**src/sv/b62id_pkg.sv**
```systemverilog
package b62id_pkg;

  // Id and digit geometry
  localparam int unsigned IdBits    = 32;
  localparam int unsigned MaxDigits = 6;
  localparam int unsigned DigitW    = 6;
  localparam int unsigned CountW    = 3;
  localparam int unsigned CharW     = 8;

  // Reciprocal for x / 31 with x < 2^31: q = (x * RecipMul) >> RecipShift.
  // v / 62 is then (v >> 1) / 31.
  localparam int unsigned RecipShift = 36;
  localparam logic [31:0] RecipMul   = 32'd2216757315;
  localparam int unsigned ProdW      = 63;
  localparam int unsigned QuotW      = ProdW - RecipShift;

  // Queue between front and back
  localparam int unsigned QueueDepth = 2;
  localparam int unsigned QueuePtrW  = 1;
  localparam int unsigned QueueCntW  = 2;

  // Result kinds
  localparam logic KindChar = 1'b0;
  localparam logic KindId   = 1'b1;

  typedef enum logic {
    CMD_ENCODE = 1'b0,
    CMD_DECODE = 1'b1
  } cmd_e;

  typedef struct packed {
    logic              cmd;
    logic [IdBits-1:0] id_value;
    logic [CharW-1:0]  in_char;
    logic              in_last;
  } in_item_t;

  typedef struct packed {
    logic              kind;
    logic [CharW-1:0]  out_char;
    logic [IdBits-1:0] out_id;
    logic              out_last;
  } out_item_t;

  // Classified item as it waits in the queue
  typedef struct packed {
    cmd_e              cmd;
    logic [IdBits-1:0] id_value;
    logic [DigitW-1:0] digit;
    logic              last;
  } work_t;

  // ASCII character to digit; anything outside the alphabet is digit 0
  function automatic logic [DigitW-1:0] char_to_digit(input logic [CharW-1:0] c);
    logic [DigitW-1:0] d;
    d = '0;
    if (c >= 8'h61 && c <= 8'h7a) begin
      d = DigitW'(c - 8'h61);
    end else if (c >= 8'h41 && c <= 8'h5a) begin
      d = DigitW'(c - 8'h41 + 8'd26);
    end else if (c >= 8'h30 && c <= 8'h39) begin
      d = DigitW'(c - 8'h30 + 8'd52);
    end
    return d;
  endfunction

  // Digit 0..61 to its ASCII character
  function automatic logic [CharW-1:0] digit_to_char(input logic [DigitW-1:0] d);
    logic [CharW-1:0] c;
    if (d < 6'd26) begin
      c = 8'h61 + CharW'(d);
    end else if (d < 6'd52) begin
      c = 8'h41 + CharW'(d) - 8'd26;
    end else begin
      c = 8'h30 + CharW'(d) - 8'd52;
    end
    return c;
  endfunction

endpackage

```
**src/sv/b62id_front.sv**
```systemverilog
module b62id_front (
  input  logic               in_valid_i,
  output logic               in_ready_o,
  input  b62id_pkg::in_item_t in_item_i,
  output logic               push_valid_o,
  input  logic               push_ready_i,
  output b62id_pkg::work_t   push_item_o
);
  import b62id_pkg::*;

  // Classify the item and map a character to its digit on the way in
  always_comb begin
    push_item_o.cmd      = cmd_e'(in_item_i.cmd);
    push_item_o.id_value = in_item_i.id_value;
    push_item_o.digit    = char_to_digit(in_item_i.in_char);
    push_item_o.last     = in_item_i.in_last;
  end

  assign push_valid_o = in_valid_i;
  assign in_ready_o   = push_ready_i;

endmodule

```
**src/sv/b62id_queue.sv**
```systemverilog
module b62id_queue (
  input  logic             clk_i,
  input  logic             rst_ni,
  input  logic             push_valid_i,
  output logic             push_ready_o,
  input  b62id_pkg::work_t push_item_i,
  output logic             pop_valid_o,
  input  logic             pop_ready_i,
  output b62id_pkg::work_t pop_item_o
);
  import b62id_pkg::*;

  work_t                mem_q [QueueDepth];
  logic [QueuePtrW-1:0] wr_ptr_q, rd_ptr_q;
  logic [QueueCntW-1:0] count_q;
  logic                 push, pop;

  assign push_ready_o = (count_q != QueueCntW'(QueueDepth));
  assign pop_valid_o  = (count_q != '0);
  assign pop_item_o   = mem_q[rd_ptr_q];
  assign push         = push_valid_i && push_ready_o;
  assign pop          = pop_valid_o && pop_ready_i;

  // Storage
  always_ff @(posedge clk_i) begin
    if (push) begin
      mem_q[wr_ptr_q] <= push_item_i;
    end
  end

  // Pointers and fill count
  always_ff @(posedge clk_i or negedge rst_ni) begin
    if (!rst_ni) begin
      wr_ptr_q <= '0;
      rd_ptr_q <= '0;
      count_q  <= '0;
    end else begin
      if (push) wr_ptr_q <= wr_ptr_q + 1'b1;
      if (pop)  rd_ptr_q <= rd_ptr_q + 1'b1;
      if (push && !pop) begin
        count_q <= count_q + 1'b1;
      end else if (pop && !push) begin
        count_q <= count_q - 1'b1;
      end
    end
  end

  a_count_range: assert property (@(posedge clk_i) disable iff (!rst_ni)
    count_q <= QueueCntW'(QueueDepth))
    else $error("queue count out of range");

  a_ptr_gap: assert property (@(posedge clk_i) disable iff (!rst_ni)
    (count_q == '0) || (count_q == QueueCntW'(QueueDepth)) |-> wr_ptr_q == rd_ptr_q)
    else $error("queue pointers disagree with count");

  a_no_underflow: assert property (@(posedge clk_i) disable iff (!rst_ni)
    (count_q == '0) |=> count_q <= QueueCntW'(1))
    else $error("queue count jumped from empty");

endmodule

```
**src/sv/b62id_back.sv**
```systemverilog
module b62id_back (
  input  logic                clk_i,
  input  logic                rst_ni,
  input  logic                pop_valid_i,
  output logic                pop_ready_o,
  input  b62id_pkg::work_t    pop_item_i,
  output logic                out_valid_o,
  input  logic                out_ready_i,
  output b62id_pkg::out_item_t out_item_o
);
  import b62id_pkg::*;

  typedef enum logic [1:0] {
    ST_IDLE,
    ST_DIV,
    ST_EMIT
  } state_e;

  state_e              state_q;
  logic [IdBits-1:0]   v_q;
  logic [ProdW-1:0]    p_q;
  logic [CountW-1:0]   n_q, k_q;
  logic [DigitW-1:0]   digs_q [MaxDigits];
  logic [IdBits-1:0]   acc_q;
  logic                out_valid_q;
  out_item_t           out_q;

  logic                can_load;
  logic [QuotW-1:0]    quot;
  logic [IdBits-1:0]   quot62;
  logic [DigitW-1:0]   rem;
  logic [30:0]         mul_a;
  logic [ProdW-1:0]    prod;
  logic [IdBits-1:0]   acc_next;
  logic                pop;
  logic                more;
  logic                load_out;

  assign can_load = !out_valid_q || out_ready_i;

  // One digit per cycle: quotient from the registered product, remainder by subtract
  assign quot   = p_q[ProdW-1:RecipShift];
  assign quot62 = (IdBits'(quot) << 6) - (IdBits'(quot) << 1);
  assign rem    = DigitW'(v_q - quot62);
  assign more   = (v_q != '0) && (n_q < CountW'(MaxDigits));

  // Multiplier operand: new id on load, else next quotient
  assign mul_a = (state_q == ST_IDLE) ? pop_item_i.id_value[IdBits-1:1]
                                      : 31'(quot[QuotW-1:1]);
  assign prod  = mul_a * RecipMul;

  // Decode step: acc * 62 + digit, wrapping
  assign acc_next = (acc_q << 6) - (acc_q << 1) + IdBits'(pop_item_i.digit);

  assign pop = (state_q == ST_IDLE) && pop_valid_i &&
               ((pop_item_i.cmd == CMD_ENCODE) || !pop_item_i.last || can_load);
  assign pop_ready_o = pop;

  // Output register takes a new item on a decoded id or an emitted char
  assign load_out = (pop && (pop_item_i.cmd == CMD_DECODE) && pop_item_i.last) ||
                    ((state_q == ST_EMIT) && can_load);

  // Sequencer and output register
  always_ff @(posedge clk_i or negedge rst_ni) begin
    if (!rst_ni) begin
      state_q     <= ST_IDLE;
      acc_q       <= '0;
      out_valid_q <= 1'b0;
      n_q         <= '0;
      k_q         <= '0;
      v_q         <= '0;
      p_q         <= '0;
      digs_q      <= '{default: '0};
      out_q       <= '0;
    end else begin
      if (load_out) begin
        out_valid_q <= 1'b1;
      end else if (out_valid_q && out_ready_i) begin
        out_valid_q <= 1'b0;
      end
      case (state_q)
        ST_IDLE: begin
          if (pop) begin
            if (pop_item_i.cmd == CMD_ENCODE) begin
              v_q     <= pop_item_i.id_value;
              p_q     <= prod;
              n_q     <= '0;
              state_q <= ST_DIV;
            end else if (pop_item_i.last) begin
              out_q.kind     <= KindId;
              out_q.out_char <= '0;
              out_q.out_id   <= acc_next;
              out_q.out_last <= 1'b1;
              acc_q          <= '0;
            end else begin
              acc_q <= acc_next;
            end
          end
        end
        ST_DIV: begin
          if (more) begin
            digs_q[n_q] <= rem;
            v_q         <= IdBits'(quot);
            p_q         <= prod;
            n_q         <= n_q + 1'b1;
          end else if (n_q == '0) begin
            state_q <= ST_IDLE;
          end else begin
            k_q     <= n_q - 1'b1;
            state_q <= ST_EMIT;
          end
        end
        ST_EMIT: begin
          if (can_load) begin
            out_q.kind     <= KindChar;
            out_q.out_char <= digit_to_char(digs_q[k_q]);
            out_q.out_id   <= '0;
            out_q.out_last <= (k_q == '0);
            if (k_q == '0) begin
              state_q <= ST_IDLE;
            end else begin
              k_q <= k_q - 1'b1;
            end
          end
        end
        default: state_q <= ST_IDLE;
      endcase
    end
  end

  assign out_valid_o = out_valid_q;
  assign out_item_o  = out_q;

  a_recip_exact: assert property (@(posedge clk_i) disable iff (!rst_ni)
    (state_q == ST_DIV) |-> (quot62 <= v_q) && ((v_q - quot62) < IdBits'(62)))
    else $error("reciprocal quotient off by one");

  a_digit_count: assert property (@(posedge clk_i) disable iff (!rst_ni)
    (state_q == ST_DIV) |-> n_q <= CountW'(MaxDigits))
    else $error("digit count past limit");

  a_emit_index: assert property (@(posedge clk_i) disable iff (!rst_ni)
    (state_q == ST_EMIT) |-> k_q < n_q)
    else $error("emit index past stored digits");

  a_acc_cleared: assert property (@(posedge clk_i) disable iff (!rst_ni)
    pop && (pop_item_i.cmd == CMD_DECODE) && pop_item_i.last |=> acc_q == '0)
    else $error("accumulator not cleared after decoded id");

endmodule

```
**src/sv/base62_id_codec_core.sv**
```systemverilog
// Channel | valid       | ready       | item
// --------+-------------+-------------+--------------------------------
// in      | in_valid_i  | in_ready_o  | in_item_i  (cmd, id, char, last)
// out     | out_valid_o | out_ready_i | out_item_o (kind, char, id, last)
//
// Decode items are folded into an accumulator as they are popped; an id comes out on the last char.
// Encode makes one digit per cycle from a reciprocal multiply, then the stored
// digits go out most significant first, each as the output register frees up.
// A two-entry queue lets the input side keep accepting, until it fills, while the back end works.
// Reset (rst_ni, async, active low) empties the queue and clears the accumulator.
// The output register holds its item until out_ready_i; a new output item waits meanwhile.
module base62_id_codec_core (
  input  logic                 clk_i,
  input  logic                 rst_ni,
  input  logic                 in_valid_i,
  output logic                 in_ready_o,
  input  b62id_pkg::in_item_t  in_item_i,
  output logic                 out_valid_o,
  input  logic                 out_ready_i,
  output b62id_pkg::out_item_t out_item_o
);
  import b62id_pkg::*;

  logic  push_valid, push_ready, pop_valid, pop_ready;
  work_t push_item, pop_item;

  b62id_front u_front (
    .in_valid_i   (in_valid_i),
    .in_ready_o   (in_ready_o),
    .in_item_i    (in_item_i),
    .push_valid_o (push_valid),
    .push_ready_i (push_ready),
    .push_item_o  (push_item)
  );

  b62id_queue u_queue (
    .clk_i        (clk_i),
    .rst_ni       (rst_ni),
    .push_valid_i (push_valid),
    .push_ready_o (push_ready),
    .push_item_i  (push_item),
    .pop_valid_o  (pop_valid),
    .pop_ready_i  (pop_ready),
    .pop_item_o   (pop_item)
  );

  b62id_back u_back (
    .clk_i       (clk_i),
    .rst_ni      (rst_ni),
    .pop_valid_i (pop_valid),
    .pop_ready_o (pop_ready),
    .pop_item_i  (pop_item),
    .out_valid_o (out_valid_o),
    .out_ready_i (out_ready_i),
    .out_item_o  (out_item_o)
  );

endmodule
```
**config.mk**
```make
export PLATFORM = sky130hd
export DESIGN_NAME = base62_id_codec_core
export DESIGN_NICKNAME = d
export VERILOG_FILES = /design/src/sv/b62id_pkg.sv /design/src/sv/b62id_front.sv /design/src/sv/b62id_queue.sv /design/src/sv/b62id_back.sv /design/src/sv/base62_id_codec_core.sv
export SDC_FILE = /design/constraint.sdc
export NUM_CORES = 1
export LEC_CHECK = 0
export BUFFER_PORTS_ARGS = -buffer_cell sky130_fd_sc_hd__buf_2
export CORE_ASPECT_RATIO = 0.8
export CORE_MARGIN = 1
export CORE_UTILIZATION = 64
export DETAILED_ROUTE_END_ITERATION = 12
export MAX_ROUTING_LAYER = met4
export PLACE_DENSITY = 0.82
export SYNTH_ARGS = -nofsm -noshare
export SYNTH_HDL_FRONTEND = slang
export SYNTH_HIERARCHICAL = 1
export SYNTH_SLANG_ARGS = --single-unit
export TNS_END_PERCENT = 100
```
**constraint.sdc**
```tcl
create_clock -name clk_i -period 8.75 [get_ports clk_i]
set_clock_uncertainty 0.2 [all_clocks]
set_input_delay 1.75 -clock clk_i [delete_from_list [all_inputs] [get_ports clk_i]]
set_output_delay 1.75 -clock clk_i [all_outputs]
set_load 0.01 [all_outputs]
```
==> impl_results.md <==
- Highest clock rate: 122 MHz
- Antenna Violating Nets Remaining: 0
- Die area: 35300 um2
- Die span in x: 210 um
- Reg-to-Reg Start: u_back/state_q[1]
- CP Launch Point: u_back/state_q[1]
- Max Root-Sink Buffers: 3
- Syn_nets: 2623
- Total Routing Usage GR: 32.5%
- CP Class: reg -> reg
- Ys Warns: 6
- Fin. Hold Viols: 0
- Iteration-0 DRC Markers: 1487
- Via-to-Cell Ratio: 6.19
- Root buf cell: clkbuf_16
- CP Capture Type: flop
- Total setup buffers inserted after CTS: 0
- Syn Std Cell Area: 22100 um2
- Cell variety after synth: 86
- Antenna violations before repair: 1
- FP Rows: 60
- CP Launch Type: flop
- Final Max Tran Viols: 0
- Mapped Cells: 2113
- Post-DP HPWL: 42500 um
- Routed wire length: 54000 um
- Vias in the first global route: 16300
- Clock sinks: 261
- Hold path start: u_back/out_item_o[41]
- IO Pins: 90
- RSZ-0062 raised after global routing: no
- Sequential fraction of the synthesis area: 31.3%
- Final Setup Violations: 0
- Worst slew margin: 25.9%
- Dpl cells: 2557
- Die H: 168 um
- FF-to-FF setup slack: 0.57 ns
- Max-Cap Viols: 0
- Htree depth: 1
- Synth top area cells: dfrtp_1, ha_1, edfxtp_1
- Nets: 2659
- Clock-pin slew on the worst setup and hold paths: 0.06 ns
- Seq cells post-synth: 261
- CTS tree: done
- Yosys top cell area share: 20.5%
- Post-CTS Resized: 0
- Total gr overflow: 0
- Post-synth top area cell: dfrtp_1
- Initial Utilization: 65.5%
- WP data required: 8.93 ns
- Drt pass-1 iters: 6
- First-pass GRT wire length: 87600 um
- Fin cells: 2602
- Via Count: 16100
- DRC: 0
- Core Area: 33800 um2
- Most common flop cell mapped by yosys: dfrtp_1
- Hold/Removal Path Class: reg -> reg
- Data arrival time of the critical path: 8.36 ns
- I/O Buffers: 89
- Layout cells sized above 1: 12.4%
- Placer congestion estimate: 0.997
- Area Overhead vs Synth: 6.26%
- Final min period: 8.18 ns
- Post-CTS Hold Buffers: 0
- TNS Setup: 0 ns
- Clock latency on the worst-skew pair: 0.54 ns
- Largest net degree at the start of global routing: 106
- TritonCTS Buffers: 24
- Post-synth EDFFs: 80
- Crit path max fanout: 31
- Drt wl/cell: 20.7 um
- Status: finished clean
- Post-Syn Area per Cell: 10.5 um2
- Tcrit/Tclk final: 93.5%
- Worst-margin pin slew: 1.11 ns
- Final core occ: 69.6%
- Asr flop ratio synth: 69.3%
==> metrics by stage <==
step                      setup slack, ns  instance area, um2  hold WS [ns]
final                               0.572               23500         0.272
after global routing                0.138               23500         0.316
after CTS                           0.616               23500         0.276
after detailed placement            0.679               22700         0.260
after global placement              0.999               22700         0.257
after floorplan                      1.58               22100         0.245
==> cell families after synthesis <==
family,after synthesis,synth area share (%)
xor+xnor,65,2.57
buf+inv,355,6.98
compound gates,415,12.5
fa+ha+maj,464,30.0
simple gates,418,9.06
mux,135,7.60
flops,261,31.3
==> state kept, by name, indices dropped and copies added (netlist names) <==
| name | flops |
|---|---|
| u_back/state_q | 2 |
| u_back/k_q | 3 |
| u_back/digs_q | 36 |
| u_queue/count_q | 2 |
| u_queue/wr_ptr_q | 1 |
| u_back/acc_q | 31 |
| u_back/out_valid_o | 1 |
| u_back/out_item_o | 42 |
| u_queue/mem_q | 80 |
| u_back/v_q | 32 |
| u_back/n_q | 3 |
| u_back/p_q | 27 |
| u_queue/rd_ptr_q | 1 |
==> layout make-up <==
| class | count | area [um2] |
|---|---|---|
| clock inverter | 10 | 128 |
| timing repair buffer | 103 | 557 |
| fill | 2496 | 10300 |
| inverter | 262 | 983 |
| clock buffer | 34 | 679 |
| sequential | 261 | 6930 |
| antenna | 1 | 2.50 |
| multi-input combinational | 1497 | 13700 |
| tap | 434 | 543 |
==> worst paths after layout <==
check,endpoint,depth (start not counted)
min reg2reg,u_back/out_item_o[41],2
min,u_back/out_item_o[41],2
max,u_back/p_q[61],25
max reg2reg,u_back/p_q[61],25
max in group asynchronous,u_back/p_q[41],2
min in group asynchronous,u_back/out_item_o[37],1
==> worst max-delay path: stages, from the launching register on <==
cell       delay, ns
dfrtp_1         0.50
nor2_4          0.80
mux2i_1         0.55
inv_1           0.13
ha_1            0.24
ha_1            0.28
inv_1           0.05
fa_1            0.47
inv_1           0.06
fa_1            0.53
inv_1           0.05
fa_1            0.51
fa_1            0.55
inv_1           0.04
ha_1            0.33
ha_1            0.36
a21oi_1         0.21
o21ai_0         0.11
nand3_1         0.10
nand3_1         0.13
a221oi_1        0.55
a31oi_2         0.26
o21ai_2         0.31
nand2_1         0.14
a2111oi_0       0.43
o41ai_1         0.14
==> cells in the final DEF, fill, tap and decap left out, types with 7 or more instances in the layout <==
cell type / n
nor3_1: 11
mux2_2: 48
nand4_1: 20
nor4_1: 12
buf_4: 14
nor2_1: 65
a31oi_1: 16
and2_1: 9
nand3_1: 49
and3_1: 21
a22o_1: 27
edfxtp_1: 80
clkbuf_1: 7
o21ai_1: 24
o21bai_1: 11
nand2_1: 170
o21ai_0: 85
o211ai_1: 9
xor2_1: 26
a21o_1: 53
mux2i_1: 42
buf_2: 88
xnor2_1: 39
mux2_4: 39
nand2b_1: 13
nor2b_1: 15
dfrtp_1: 180
a21oi_1: 105
o21a_1: 7
ha_1: 354
inv_1: 258
o31ai_1: 12
fa_1: 110
clkbuf_16: 25
==> routing by layer <==
metal | vias up | track usage (%) | routed length, um
met5 | - | - | 0
met2 | 571 | 49.1 | 24000
met1 | 7986 | 47.2 | 24900
met3 | 76 | 4.68 | 4120
li1 | 7469 | - | -
met4 | 0 | 5.55 | 931
==> cells in the mapped netlist (11+ instances only) <==
| library cell | number |
|---|---|
| ha_1 | 354 |
| inv_1 | 258 |
| dfrtp_1 | 181 |
| nand2_1 | 170 |
| fa_1 | 110 |
| a21oi_1 | 106 |
| o21ai_0 | 85 |
| edfxtp_1 | 80 |
| nor2_1 | 67 |
| a21o_1 | 53 |
| nand3_1 | 49 |
| mux2_2 | 48 |
| mux2i_1 | 42 |
| clkbuf_1 | 41 |
| mux2_4 | 39 |
| xnor2_1 | 39 |
| buf_4 | 36 |
| a22o_1 | 27 |
| xor2_1 | 26 |
| o21ai_1 | 24 |
| and3_1 | 22 |
| nand4_1 | 20 |
| a31oi_1 | 16 |
| nor2b_1 | 16 |
| nand2b_1 | 13 |
| nor4_1 | 12 |
| o31ai_1 | 12 |
| nor3_1 | 11 |
| o21bai_1 | 11 |
Power is left out: the tool's default activity adds up to more than one toggle a clock period on the data nets, which glitch-free logic cannot reach.
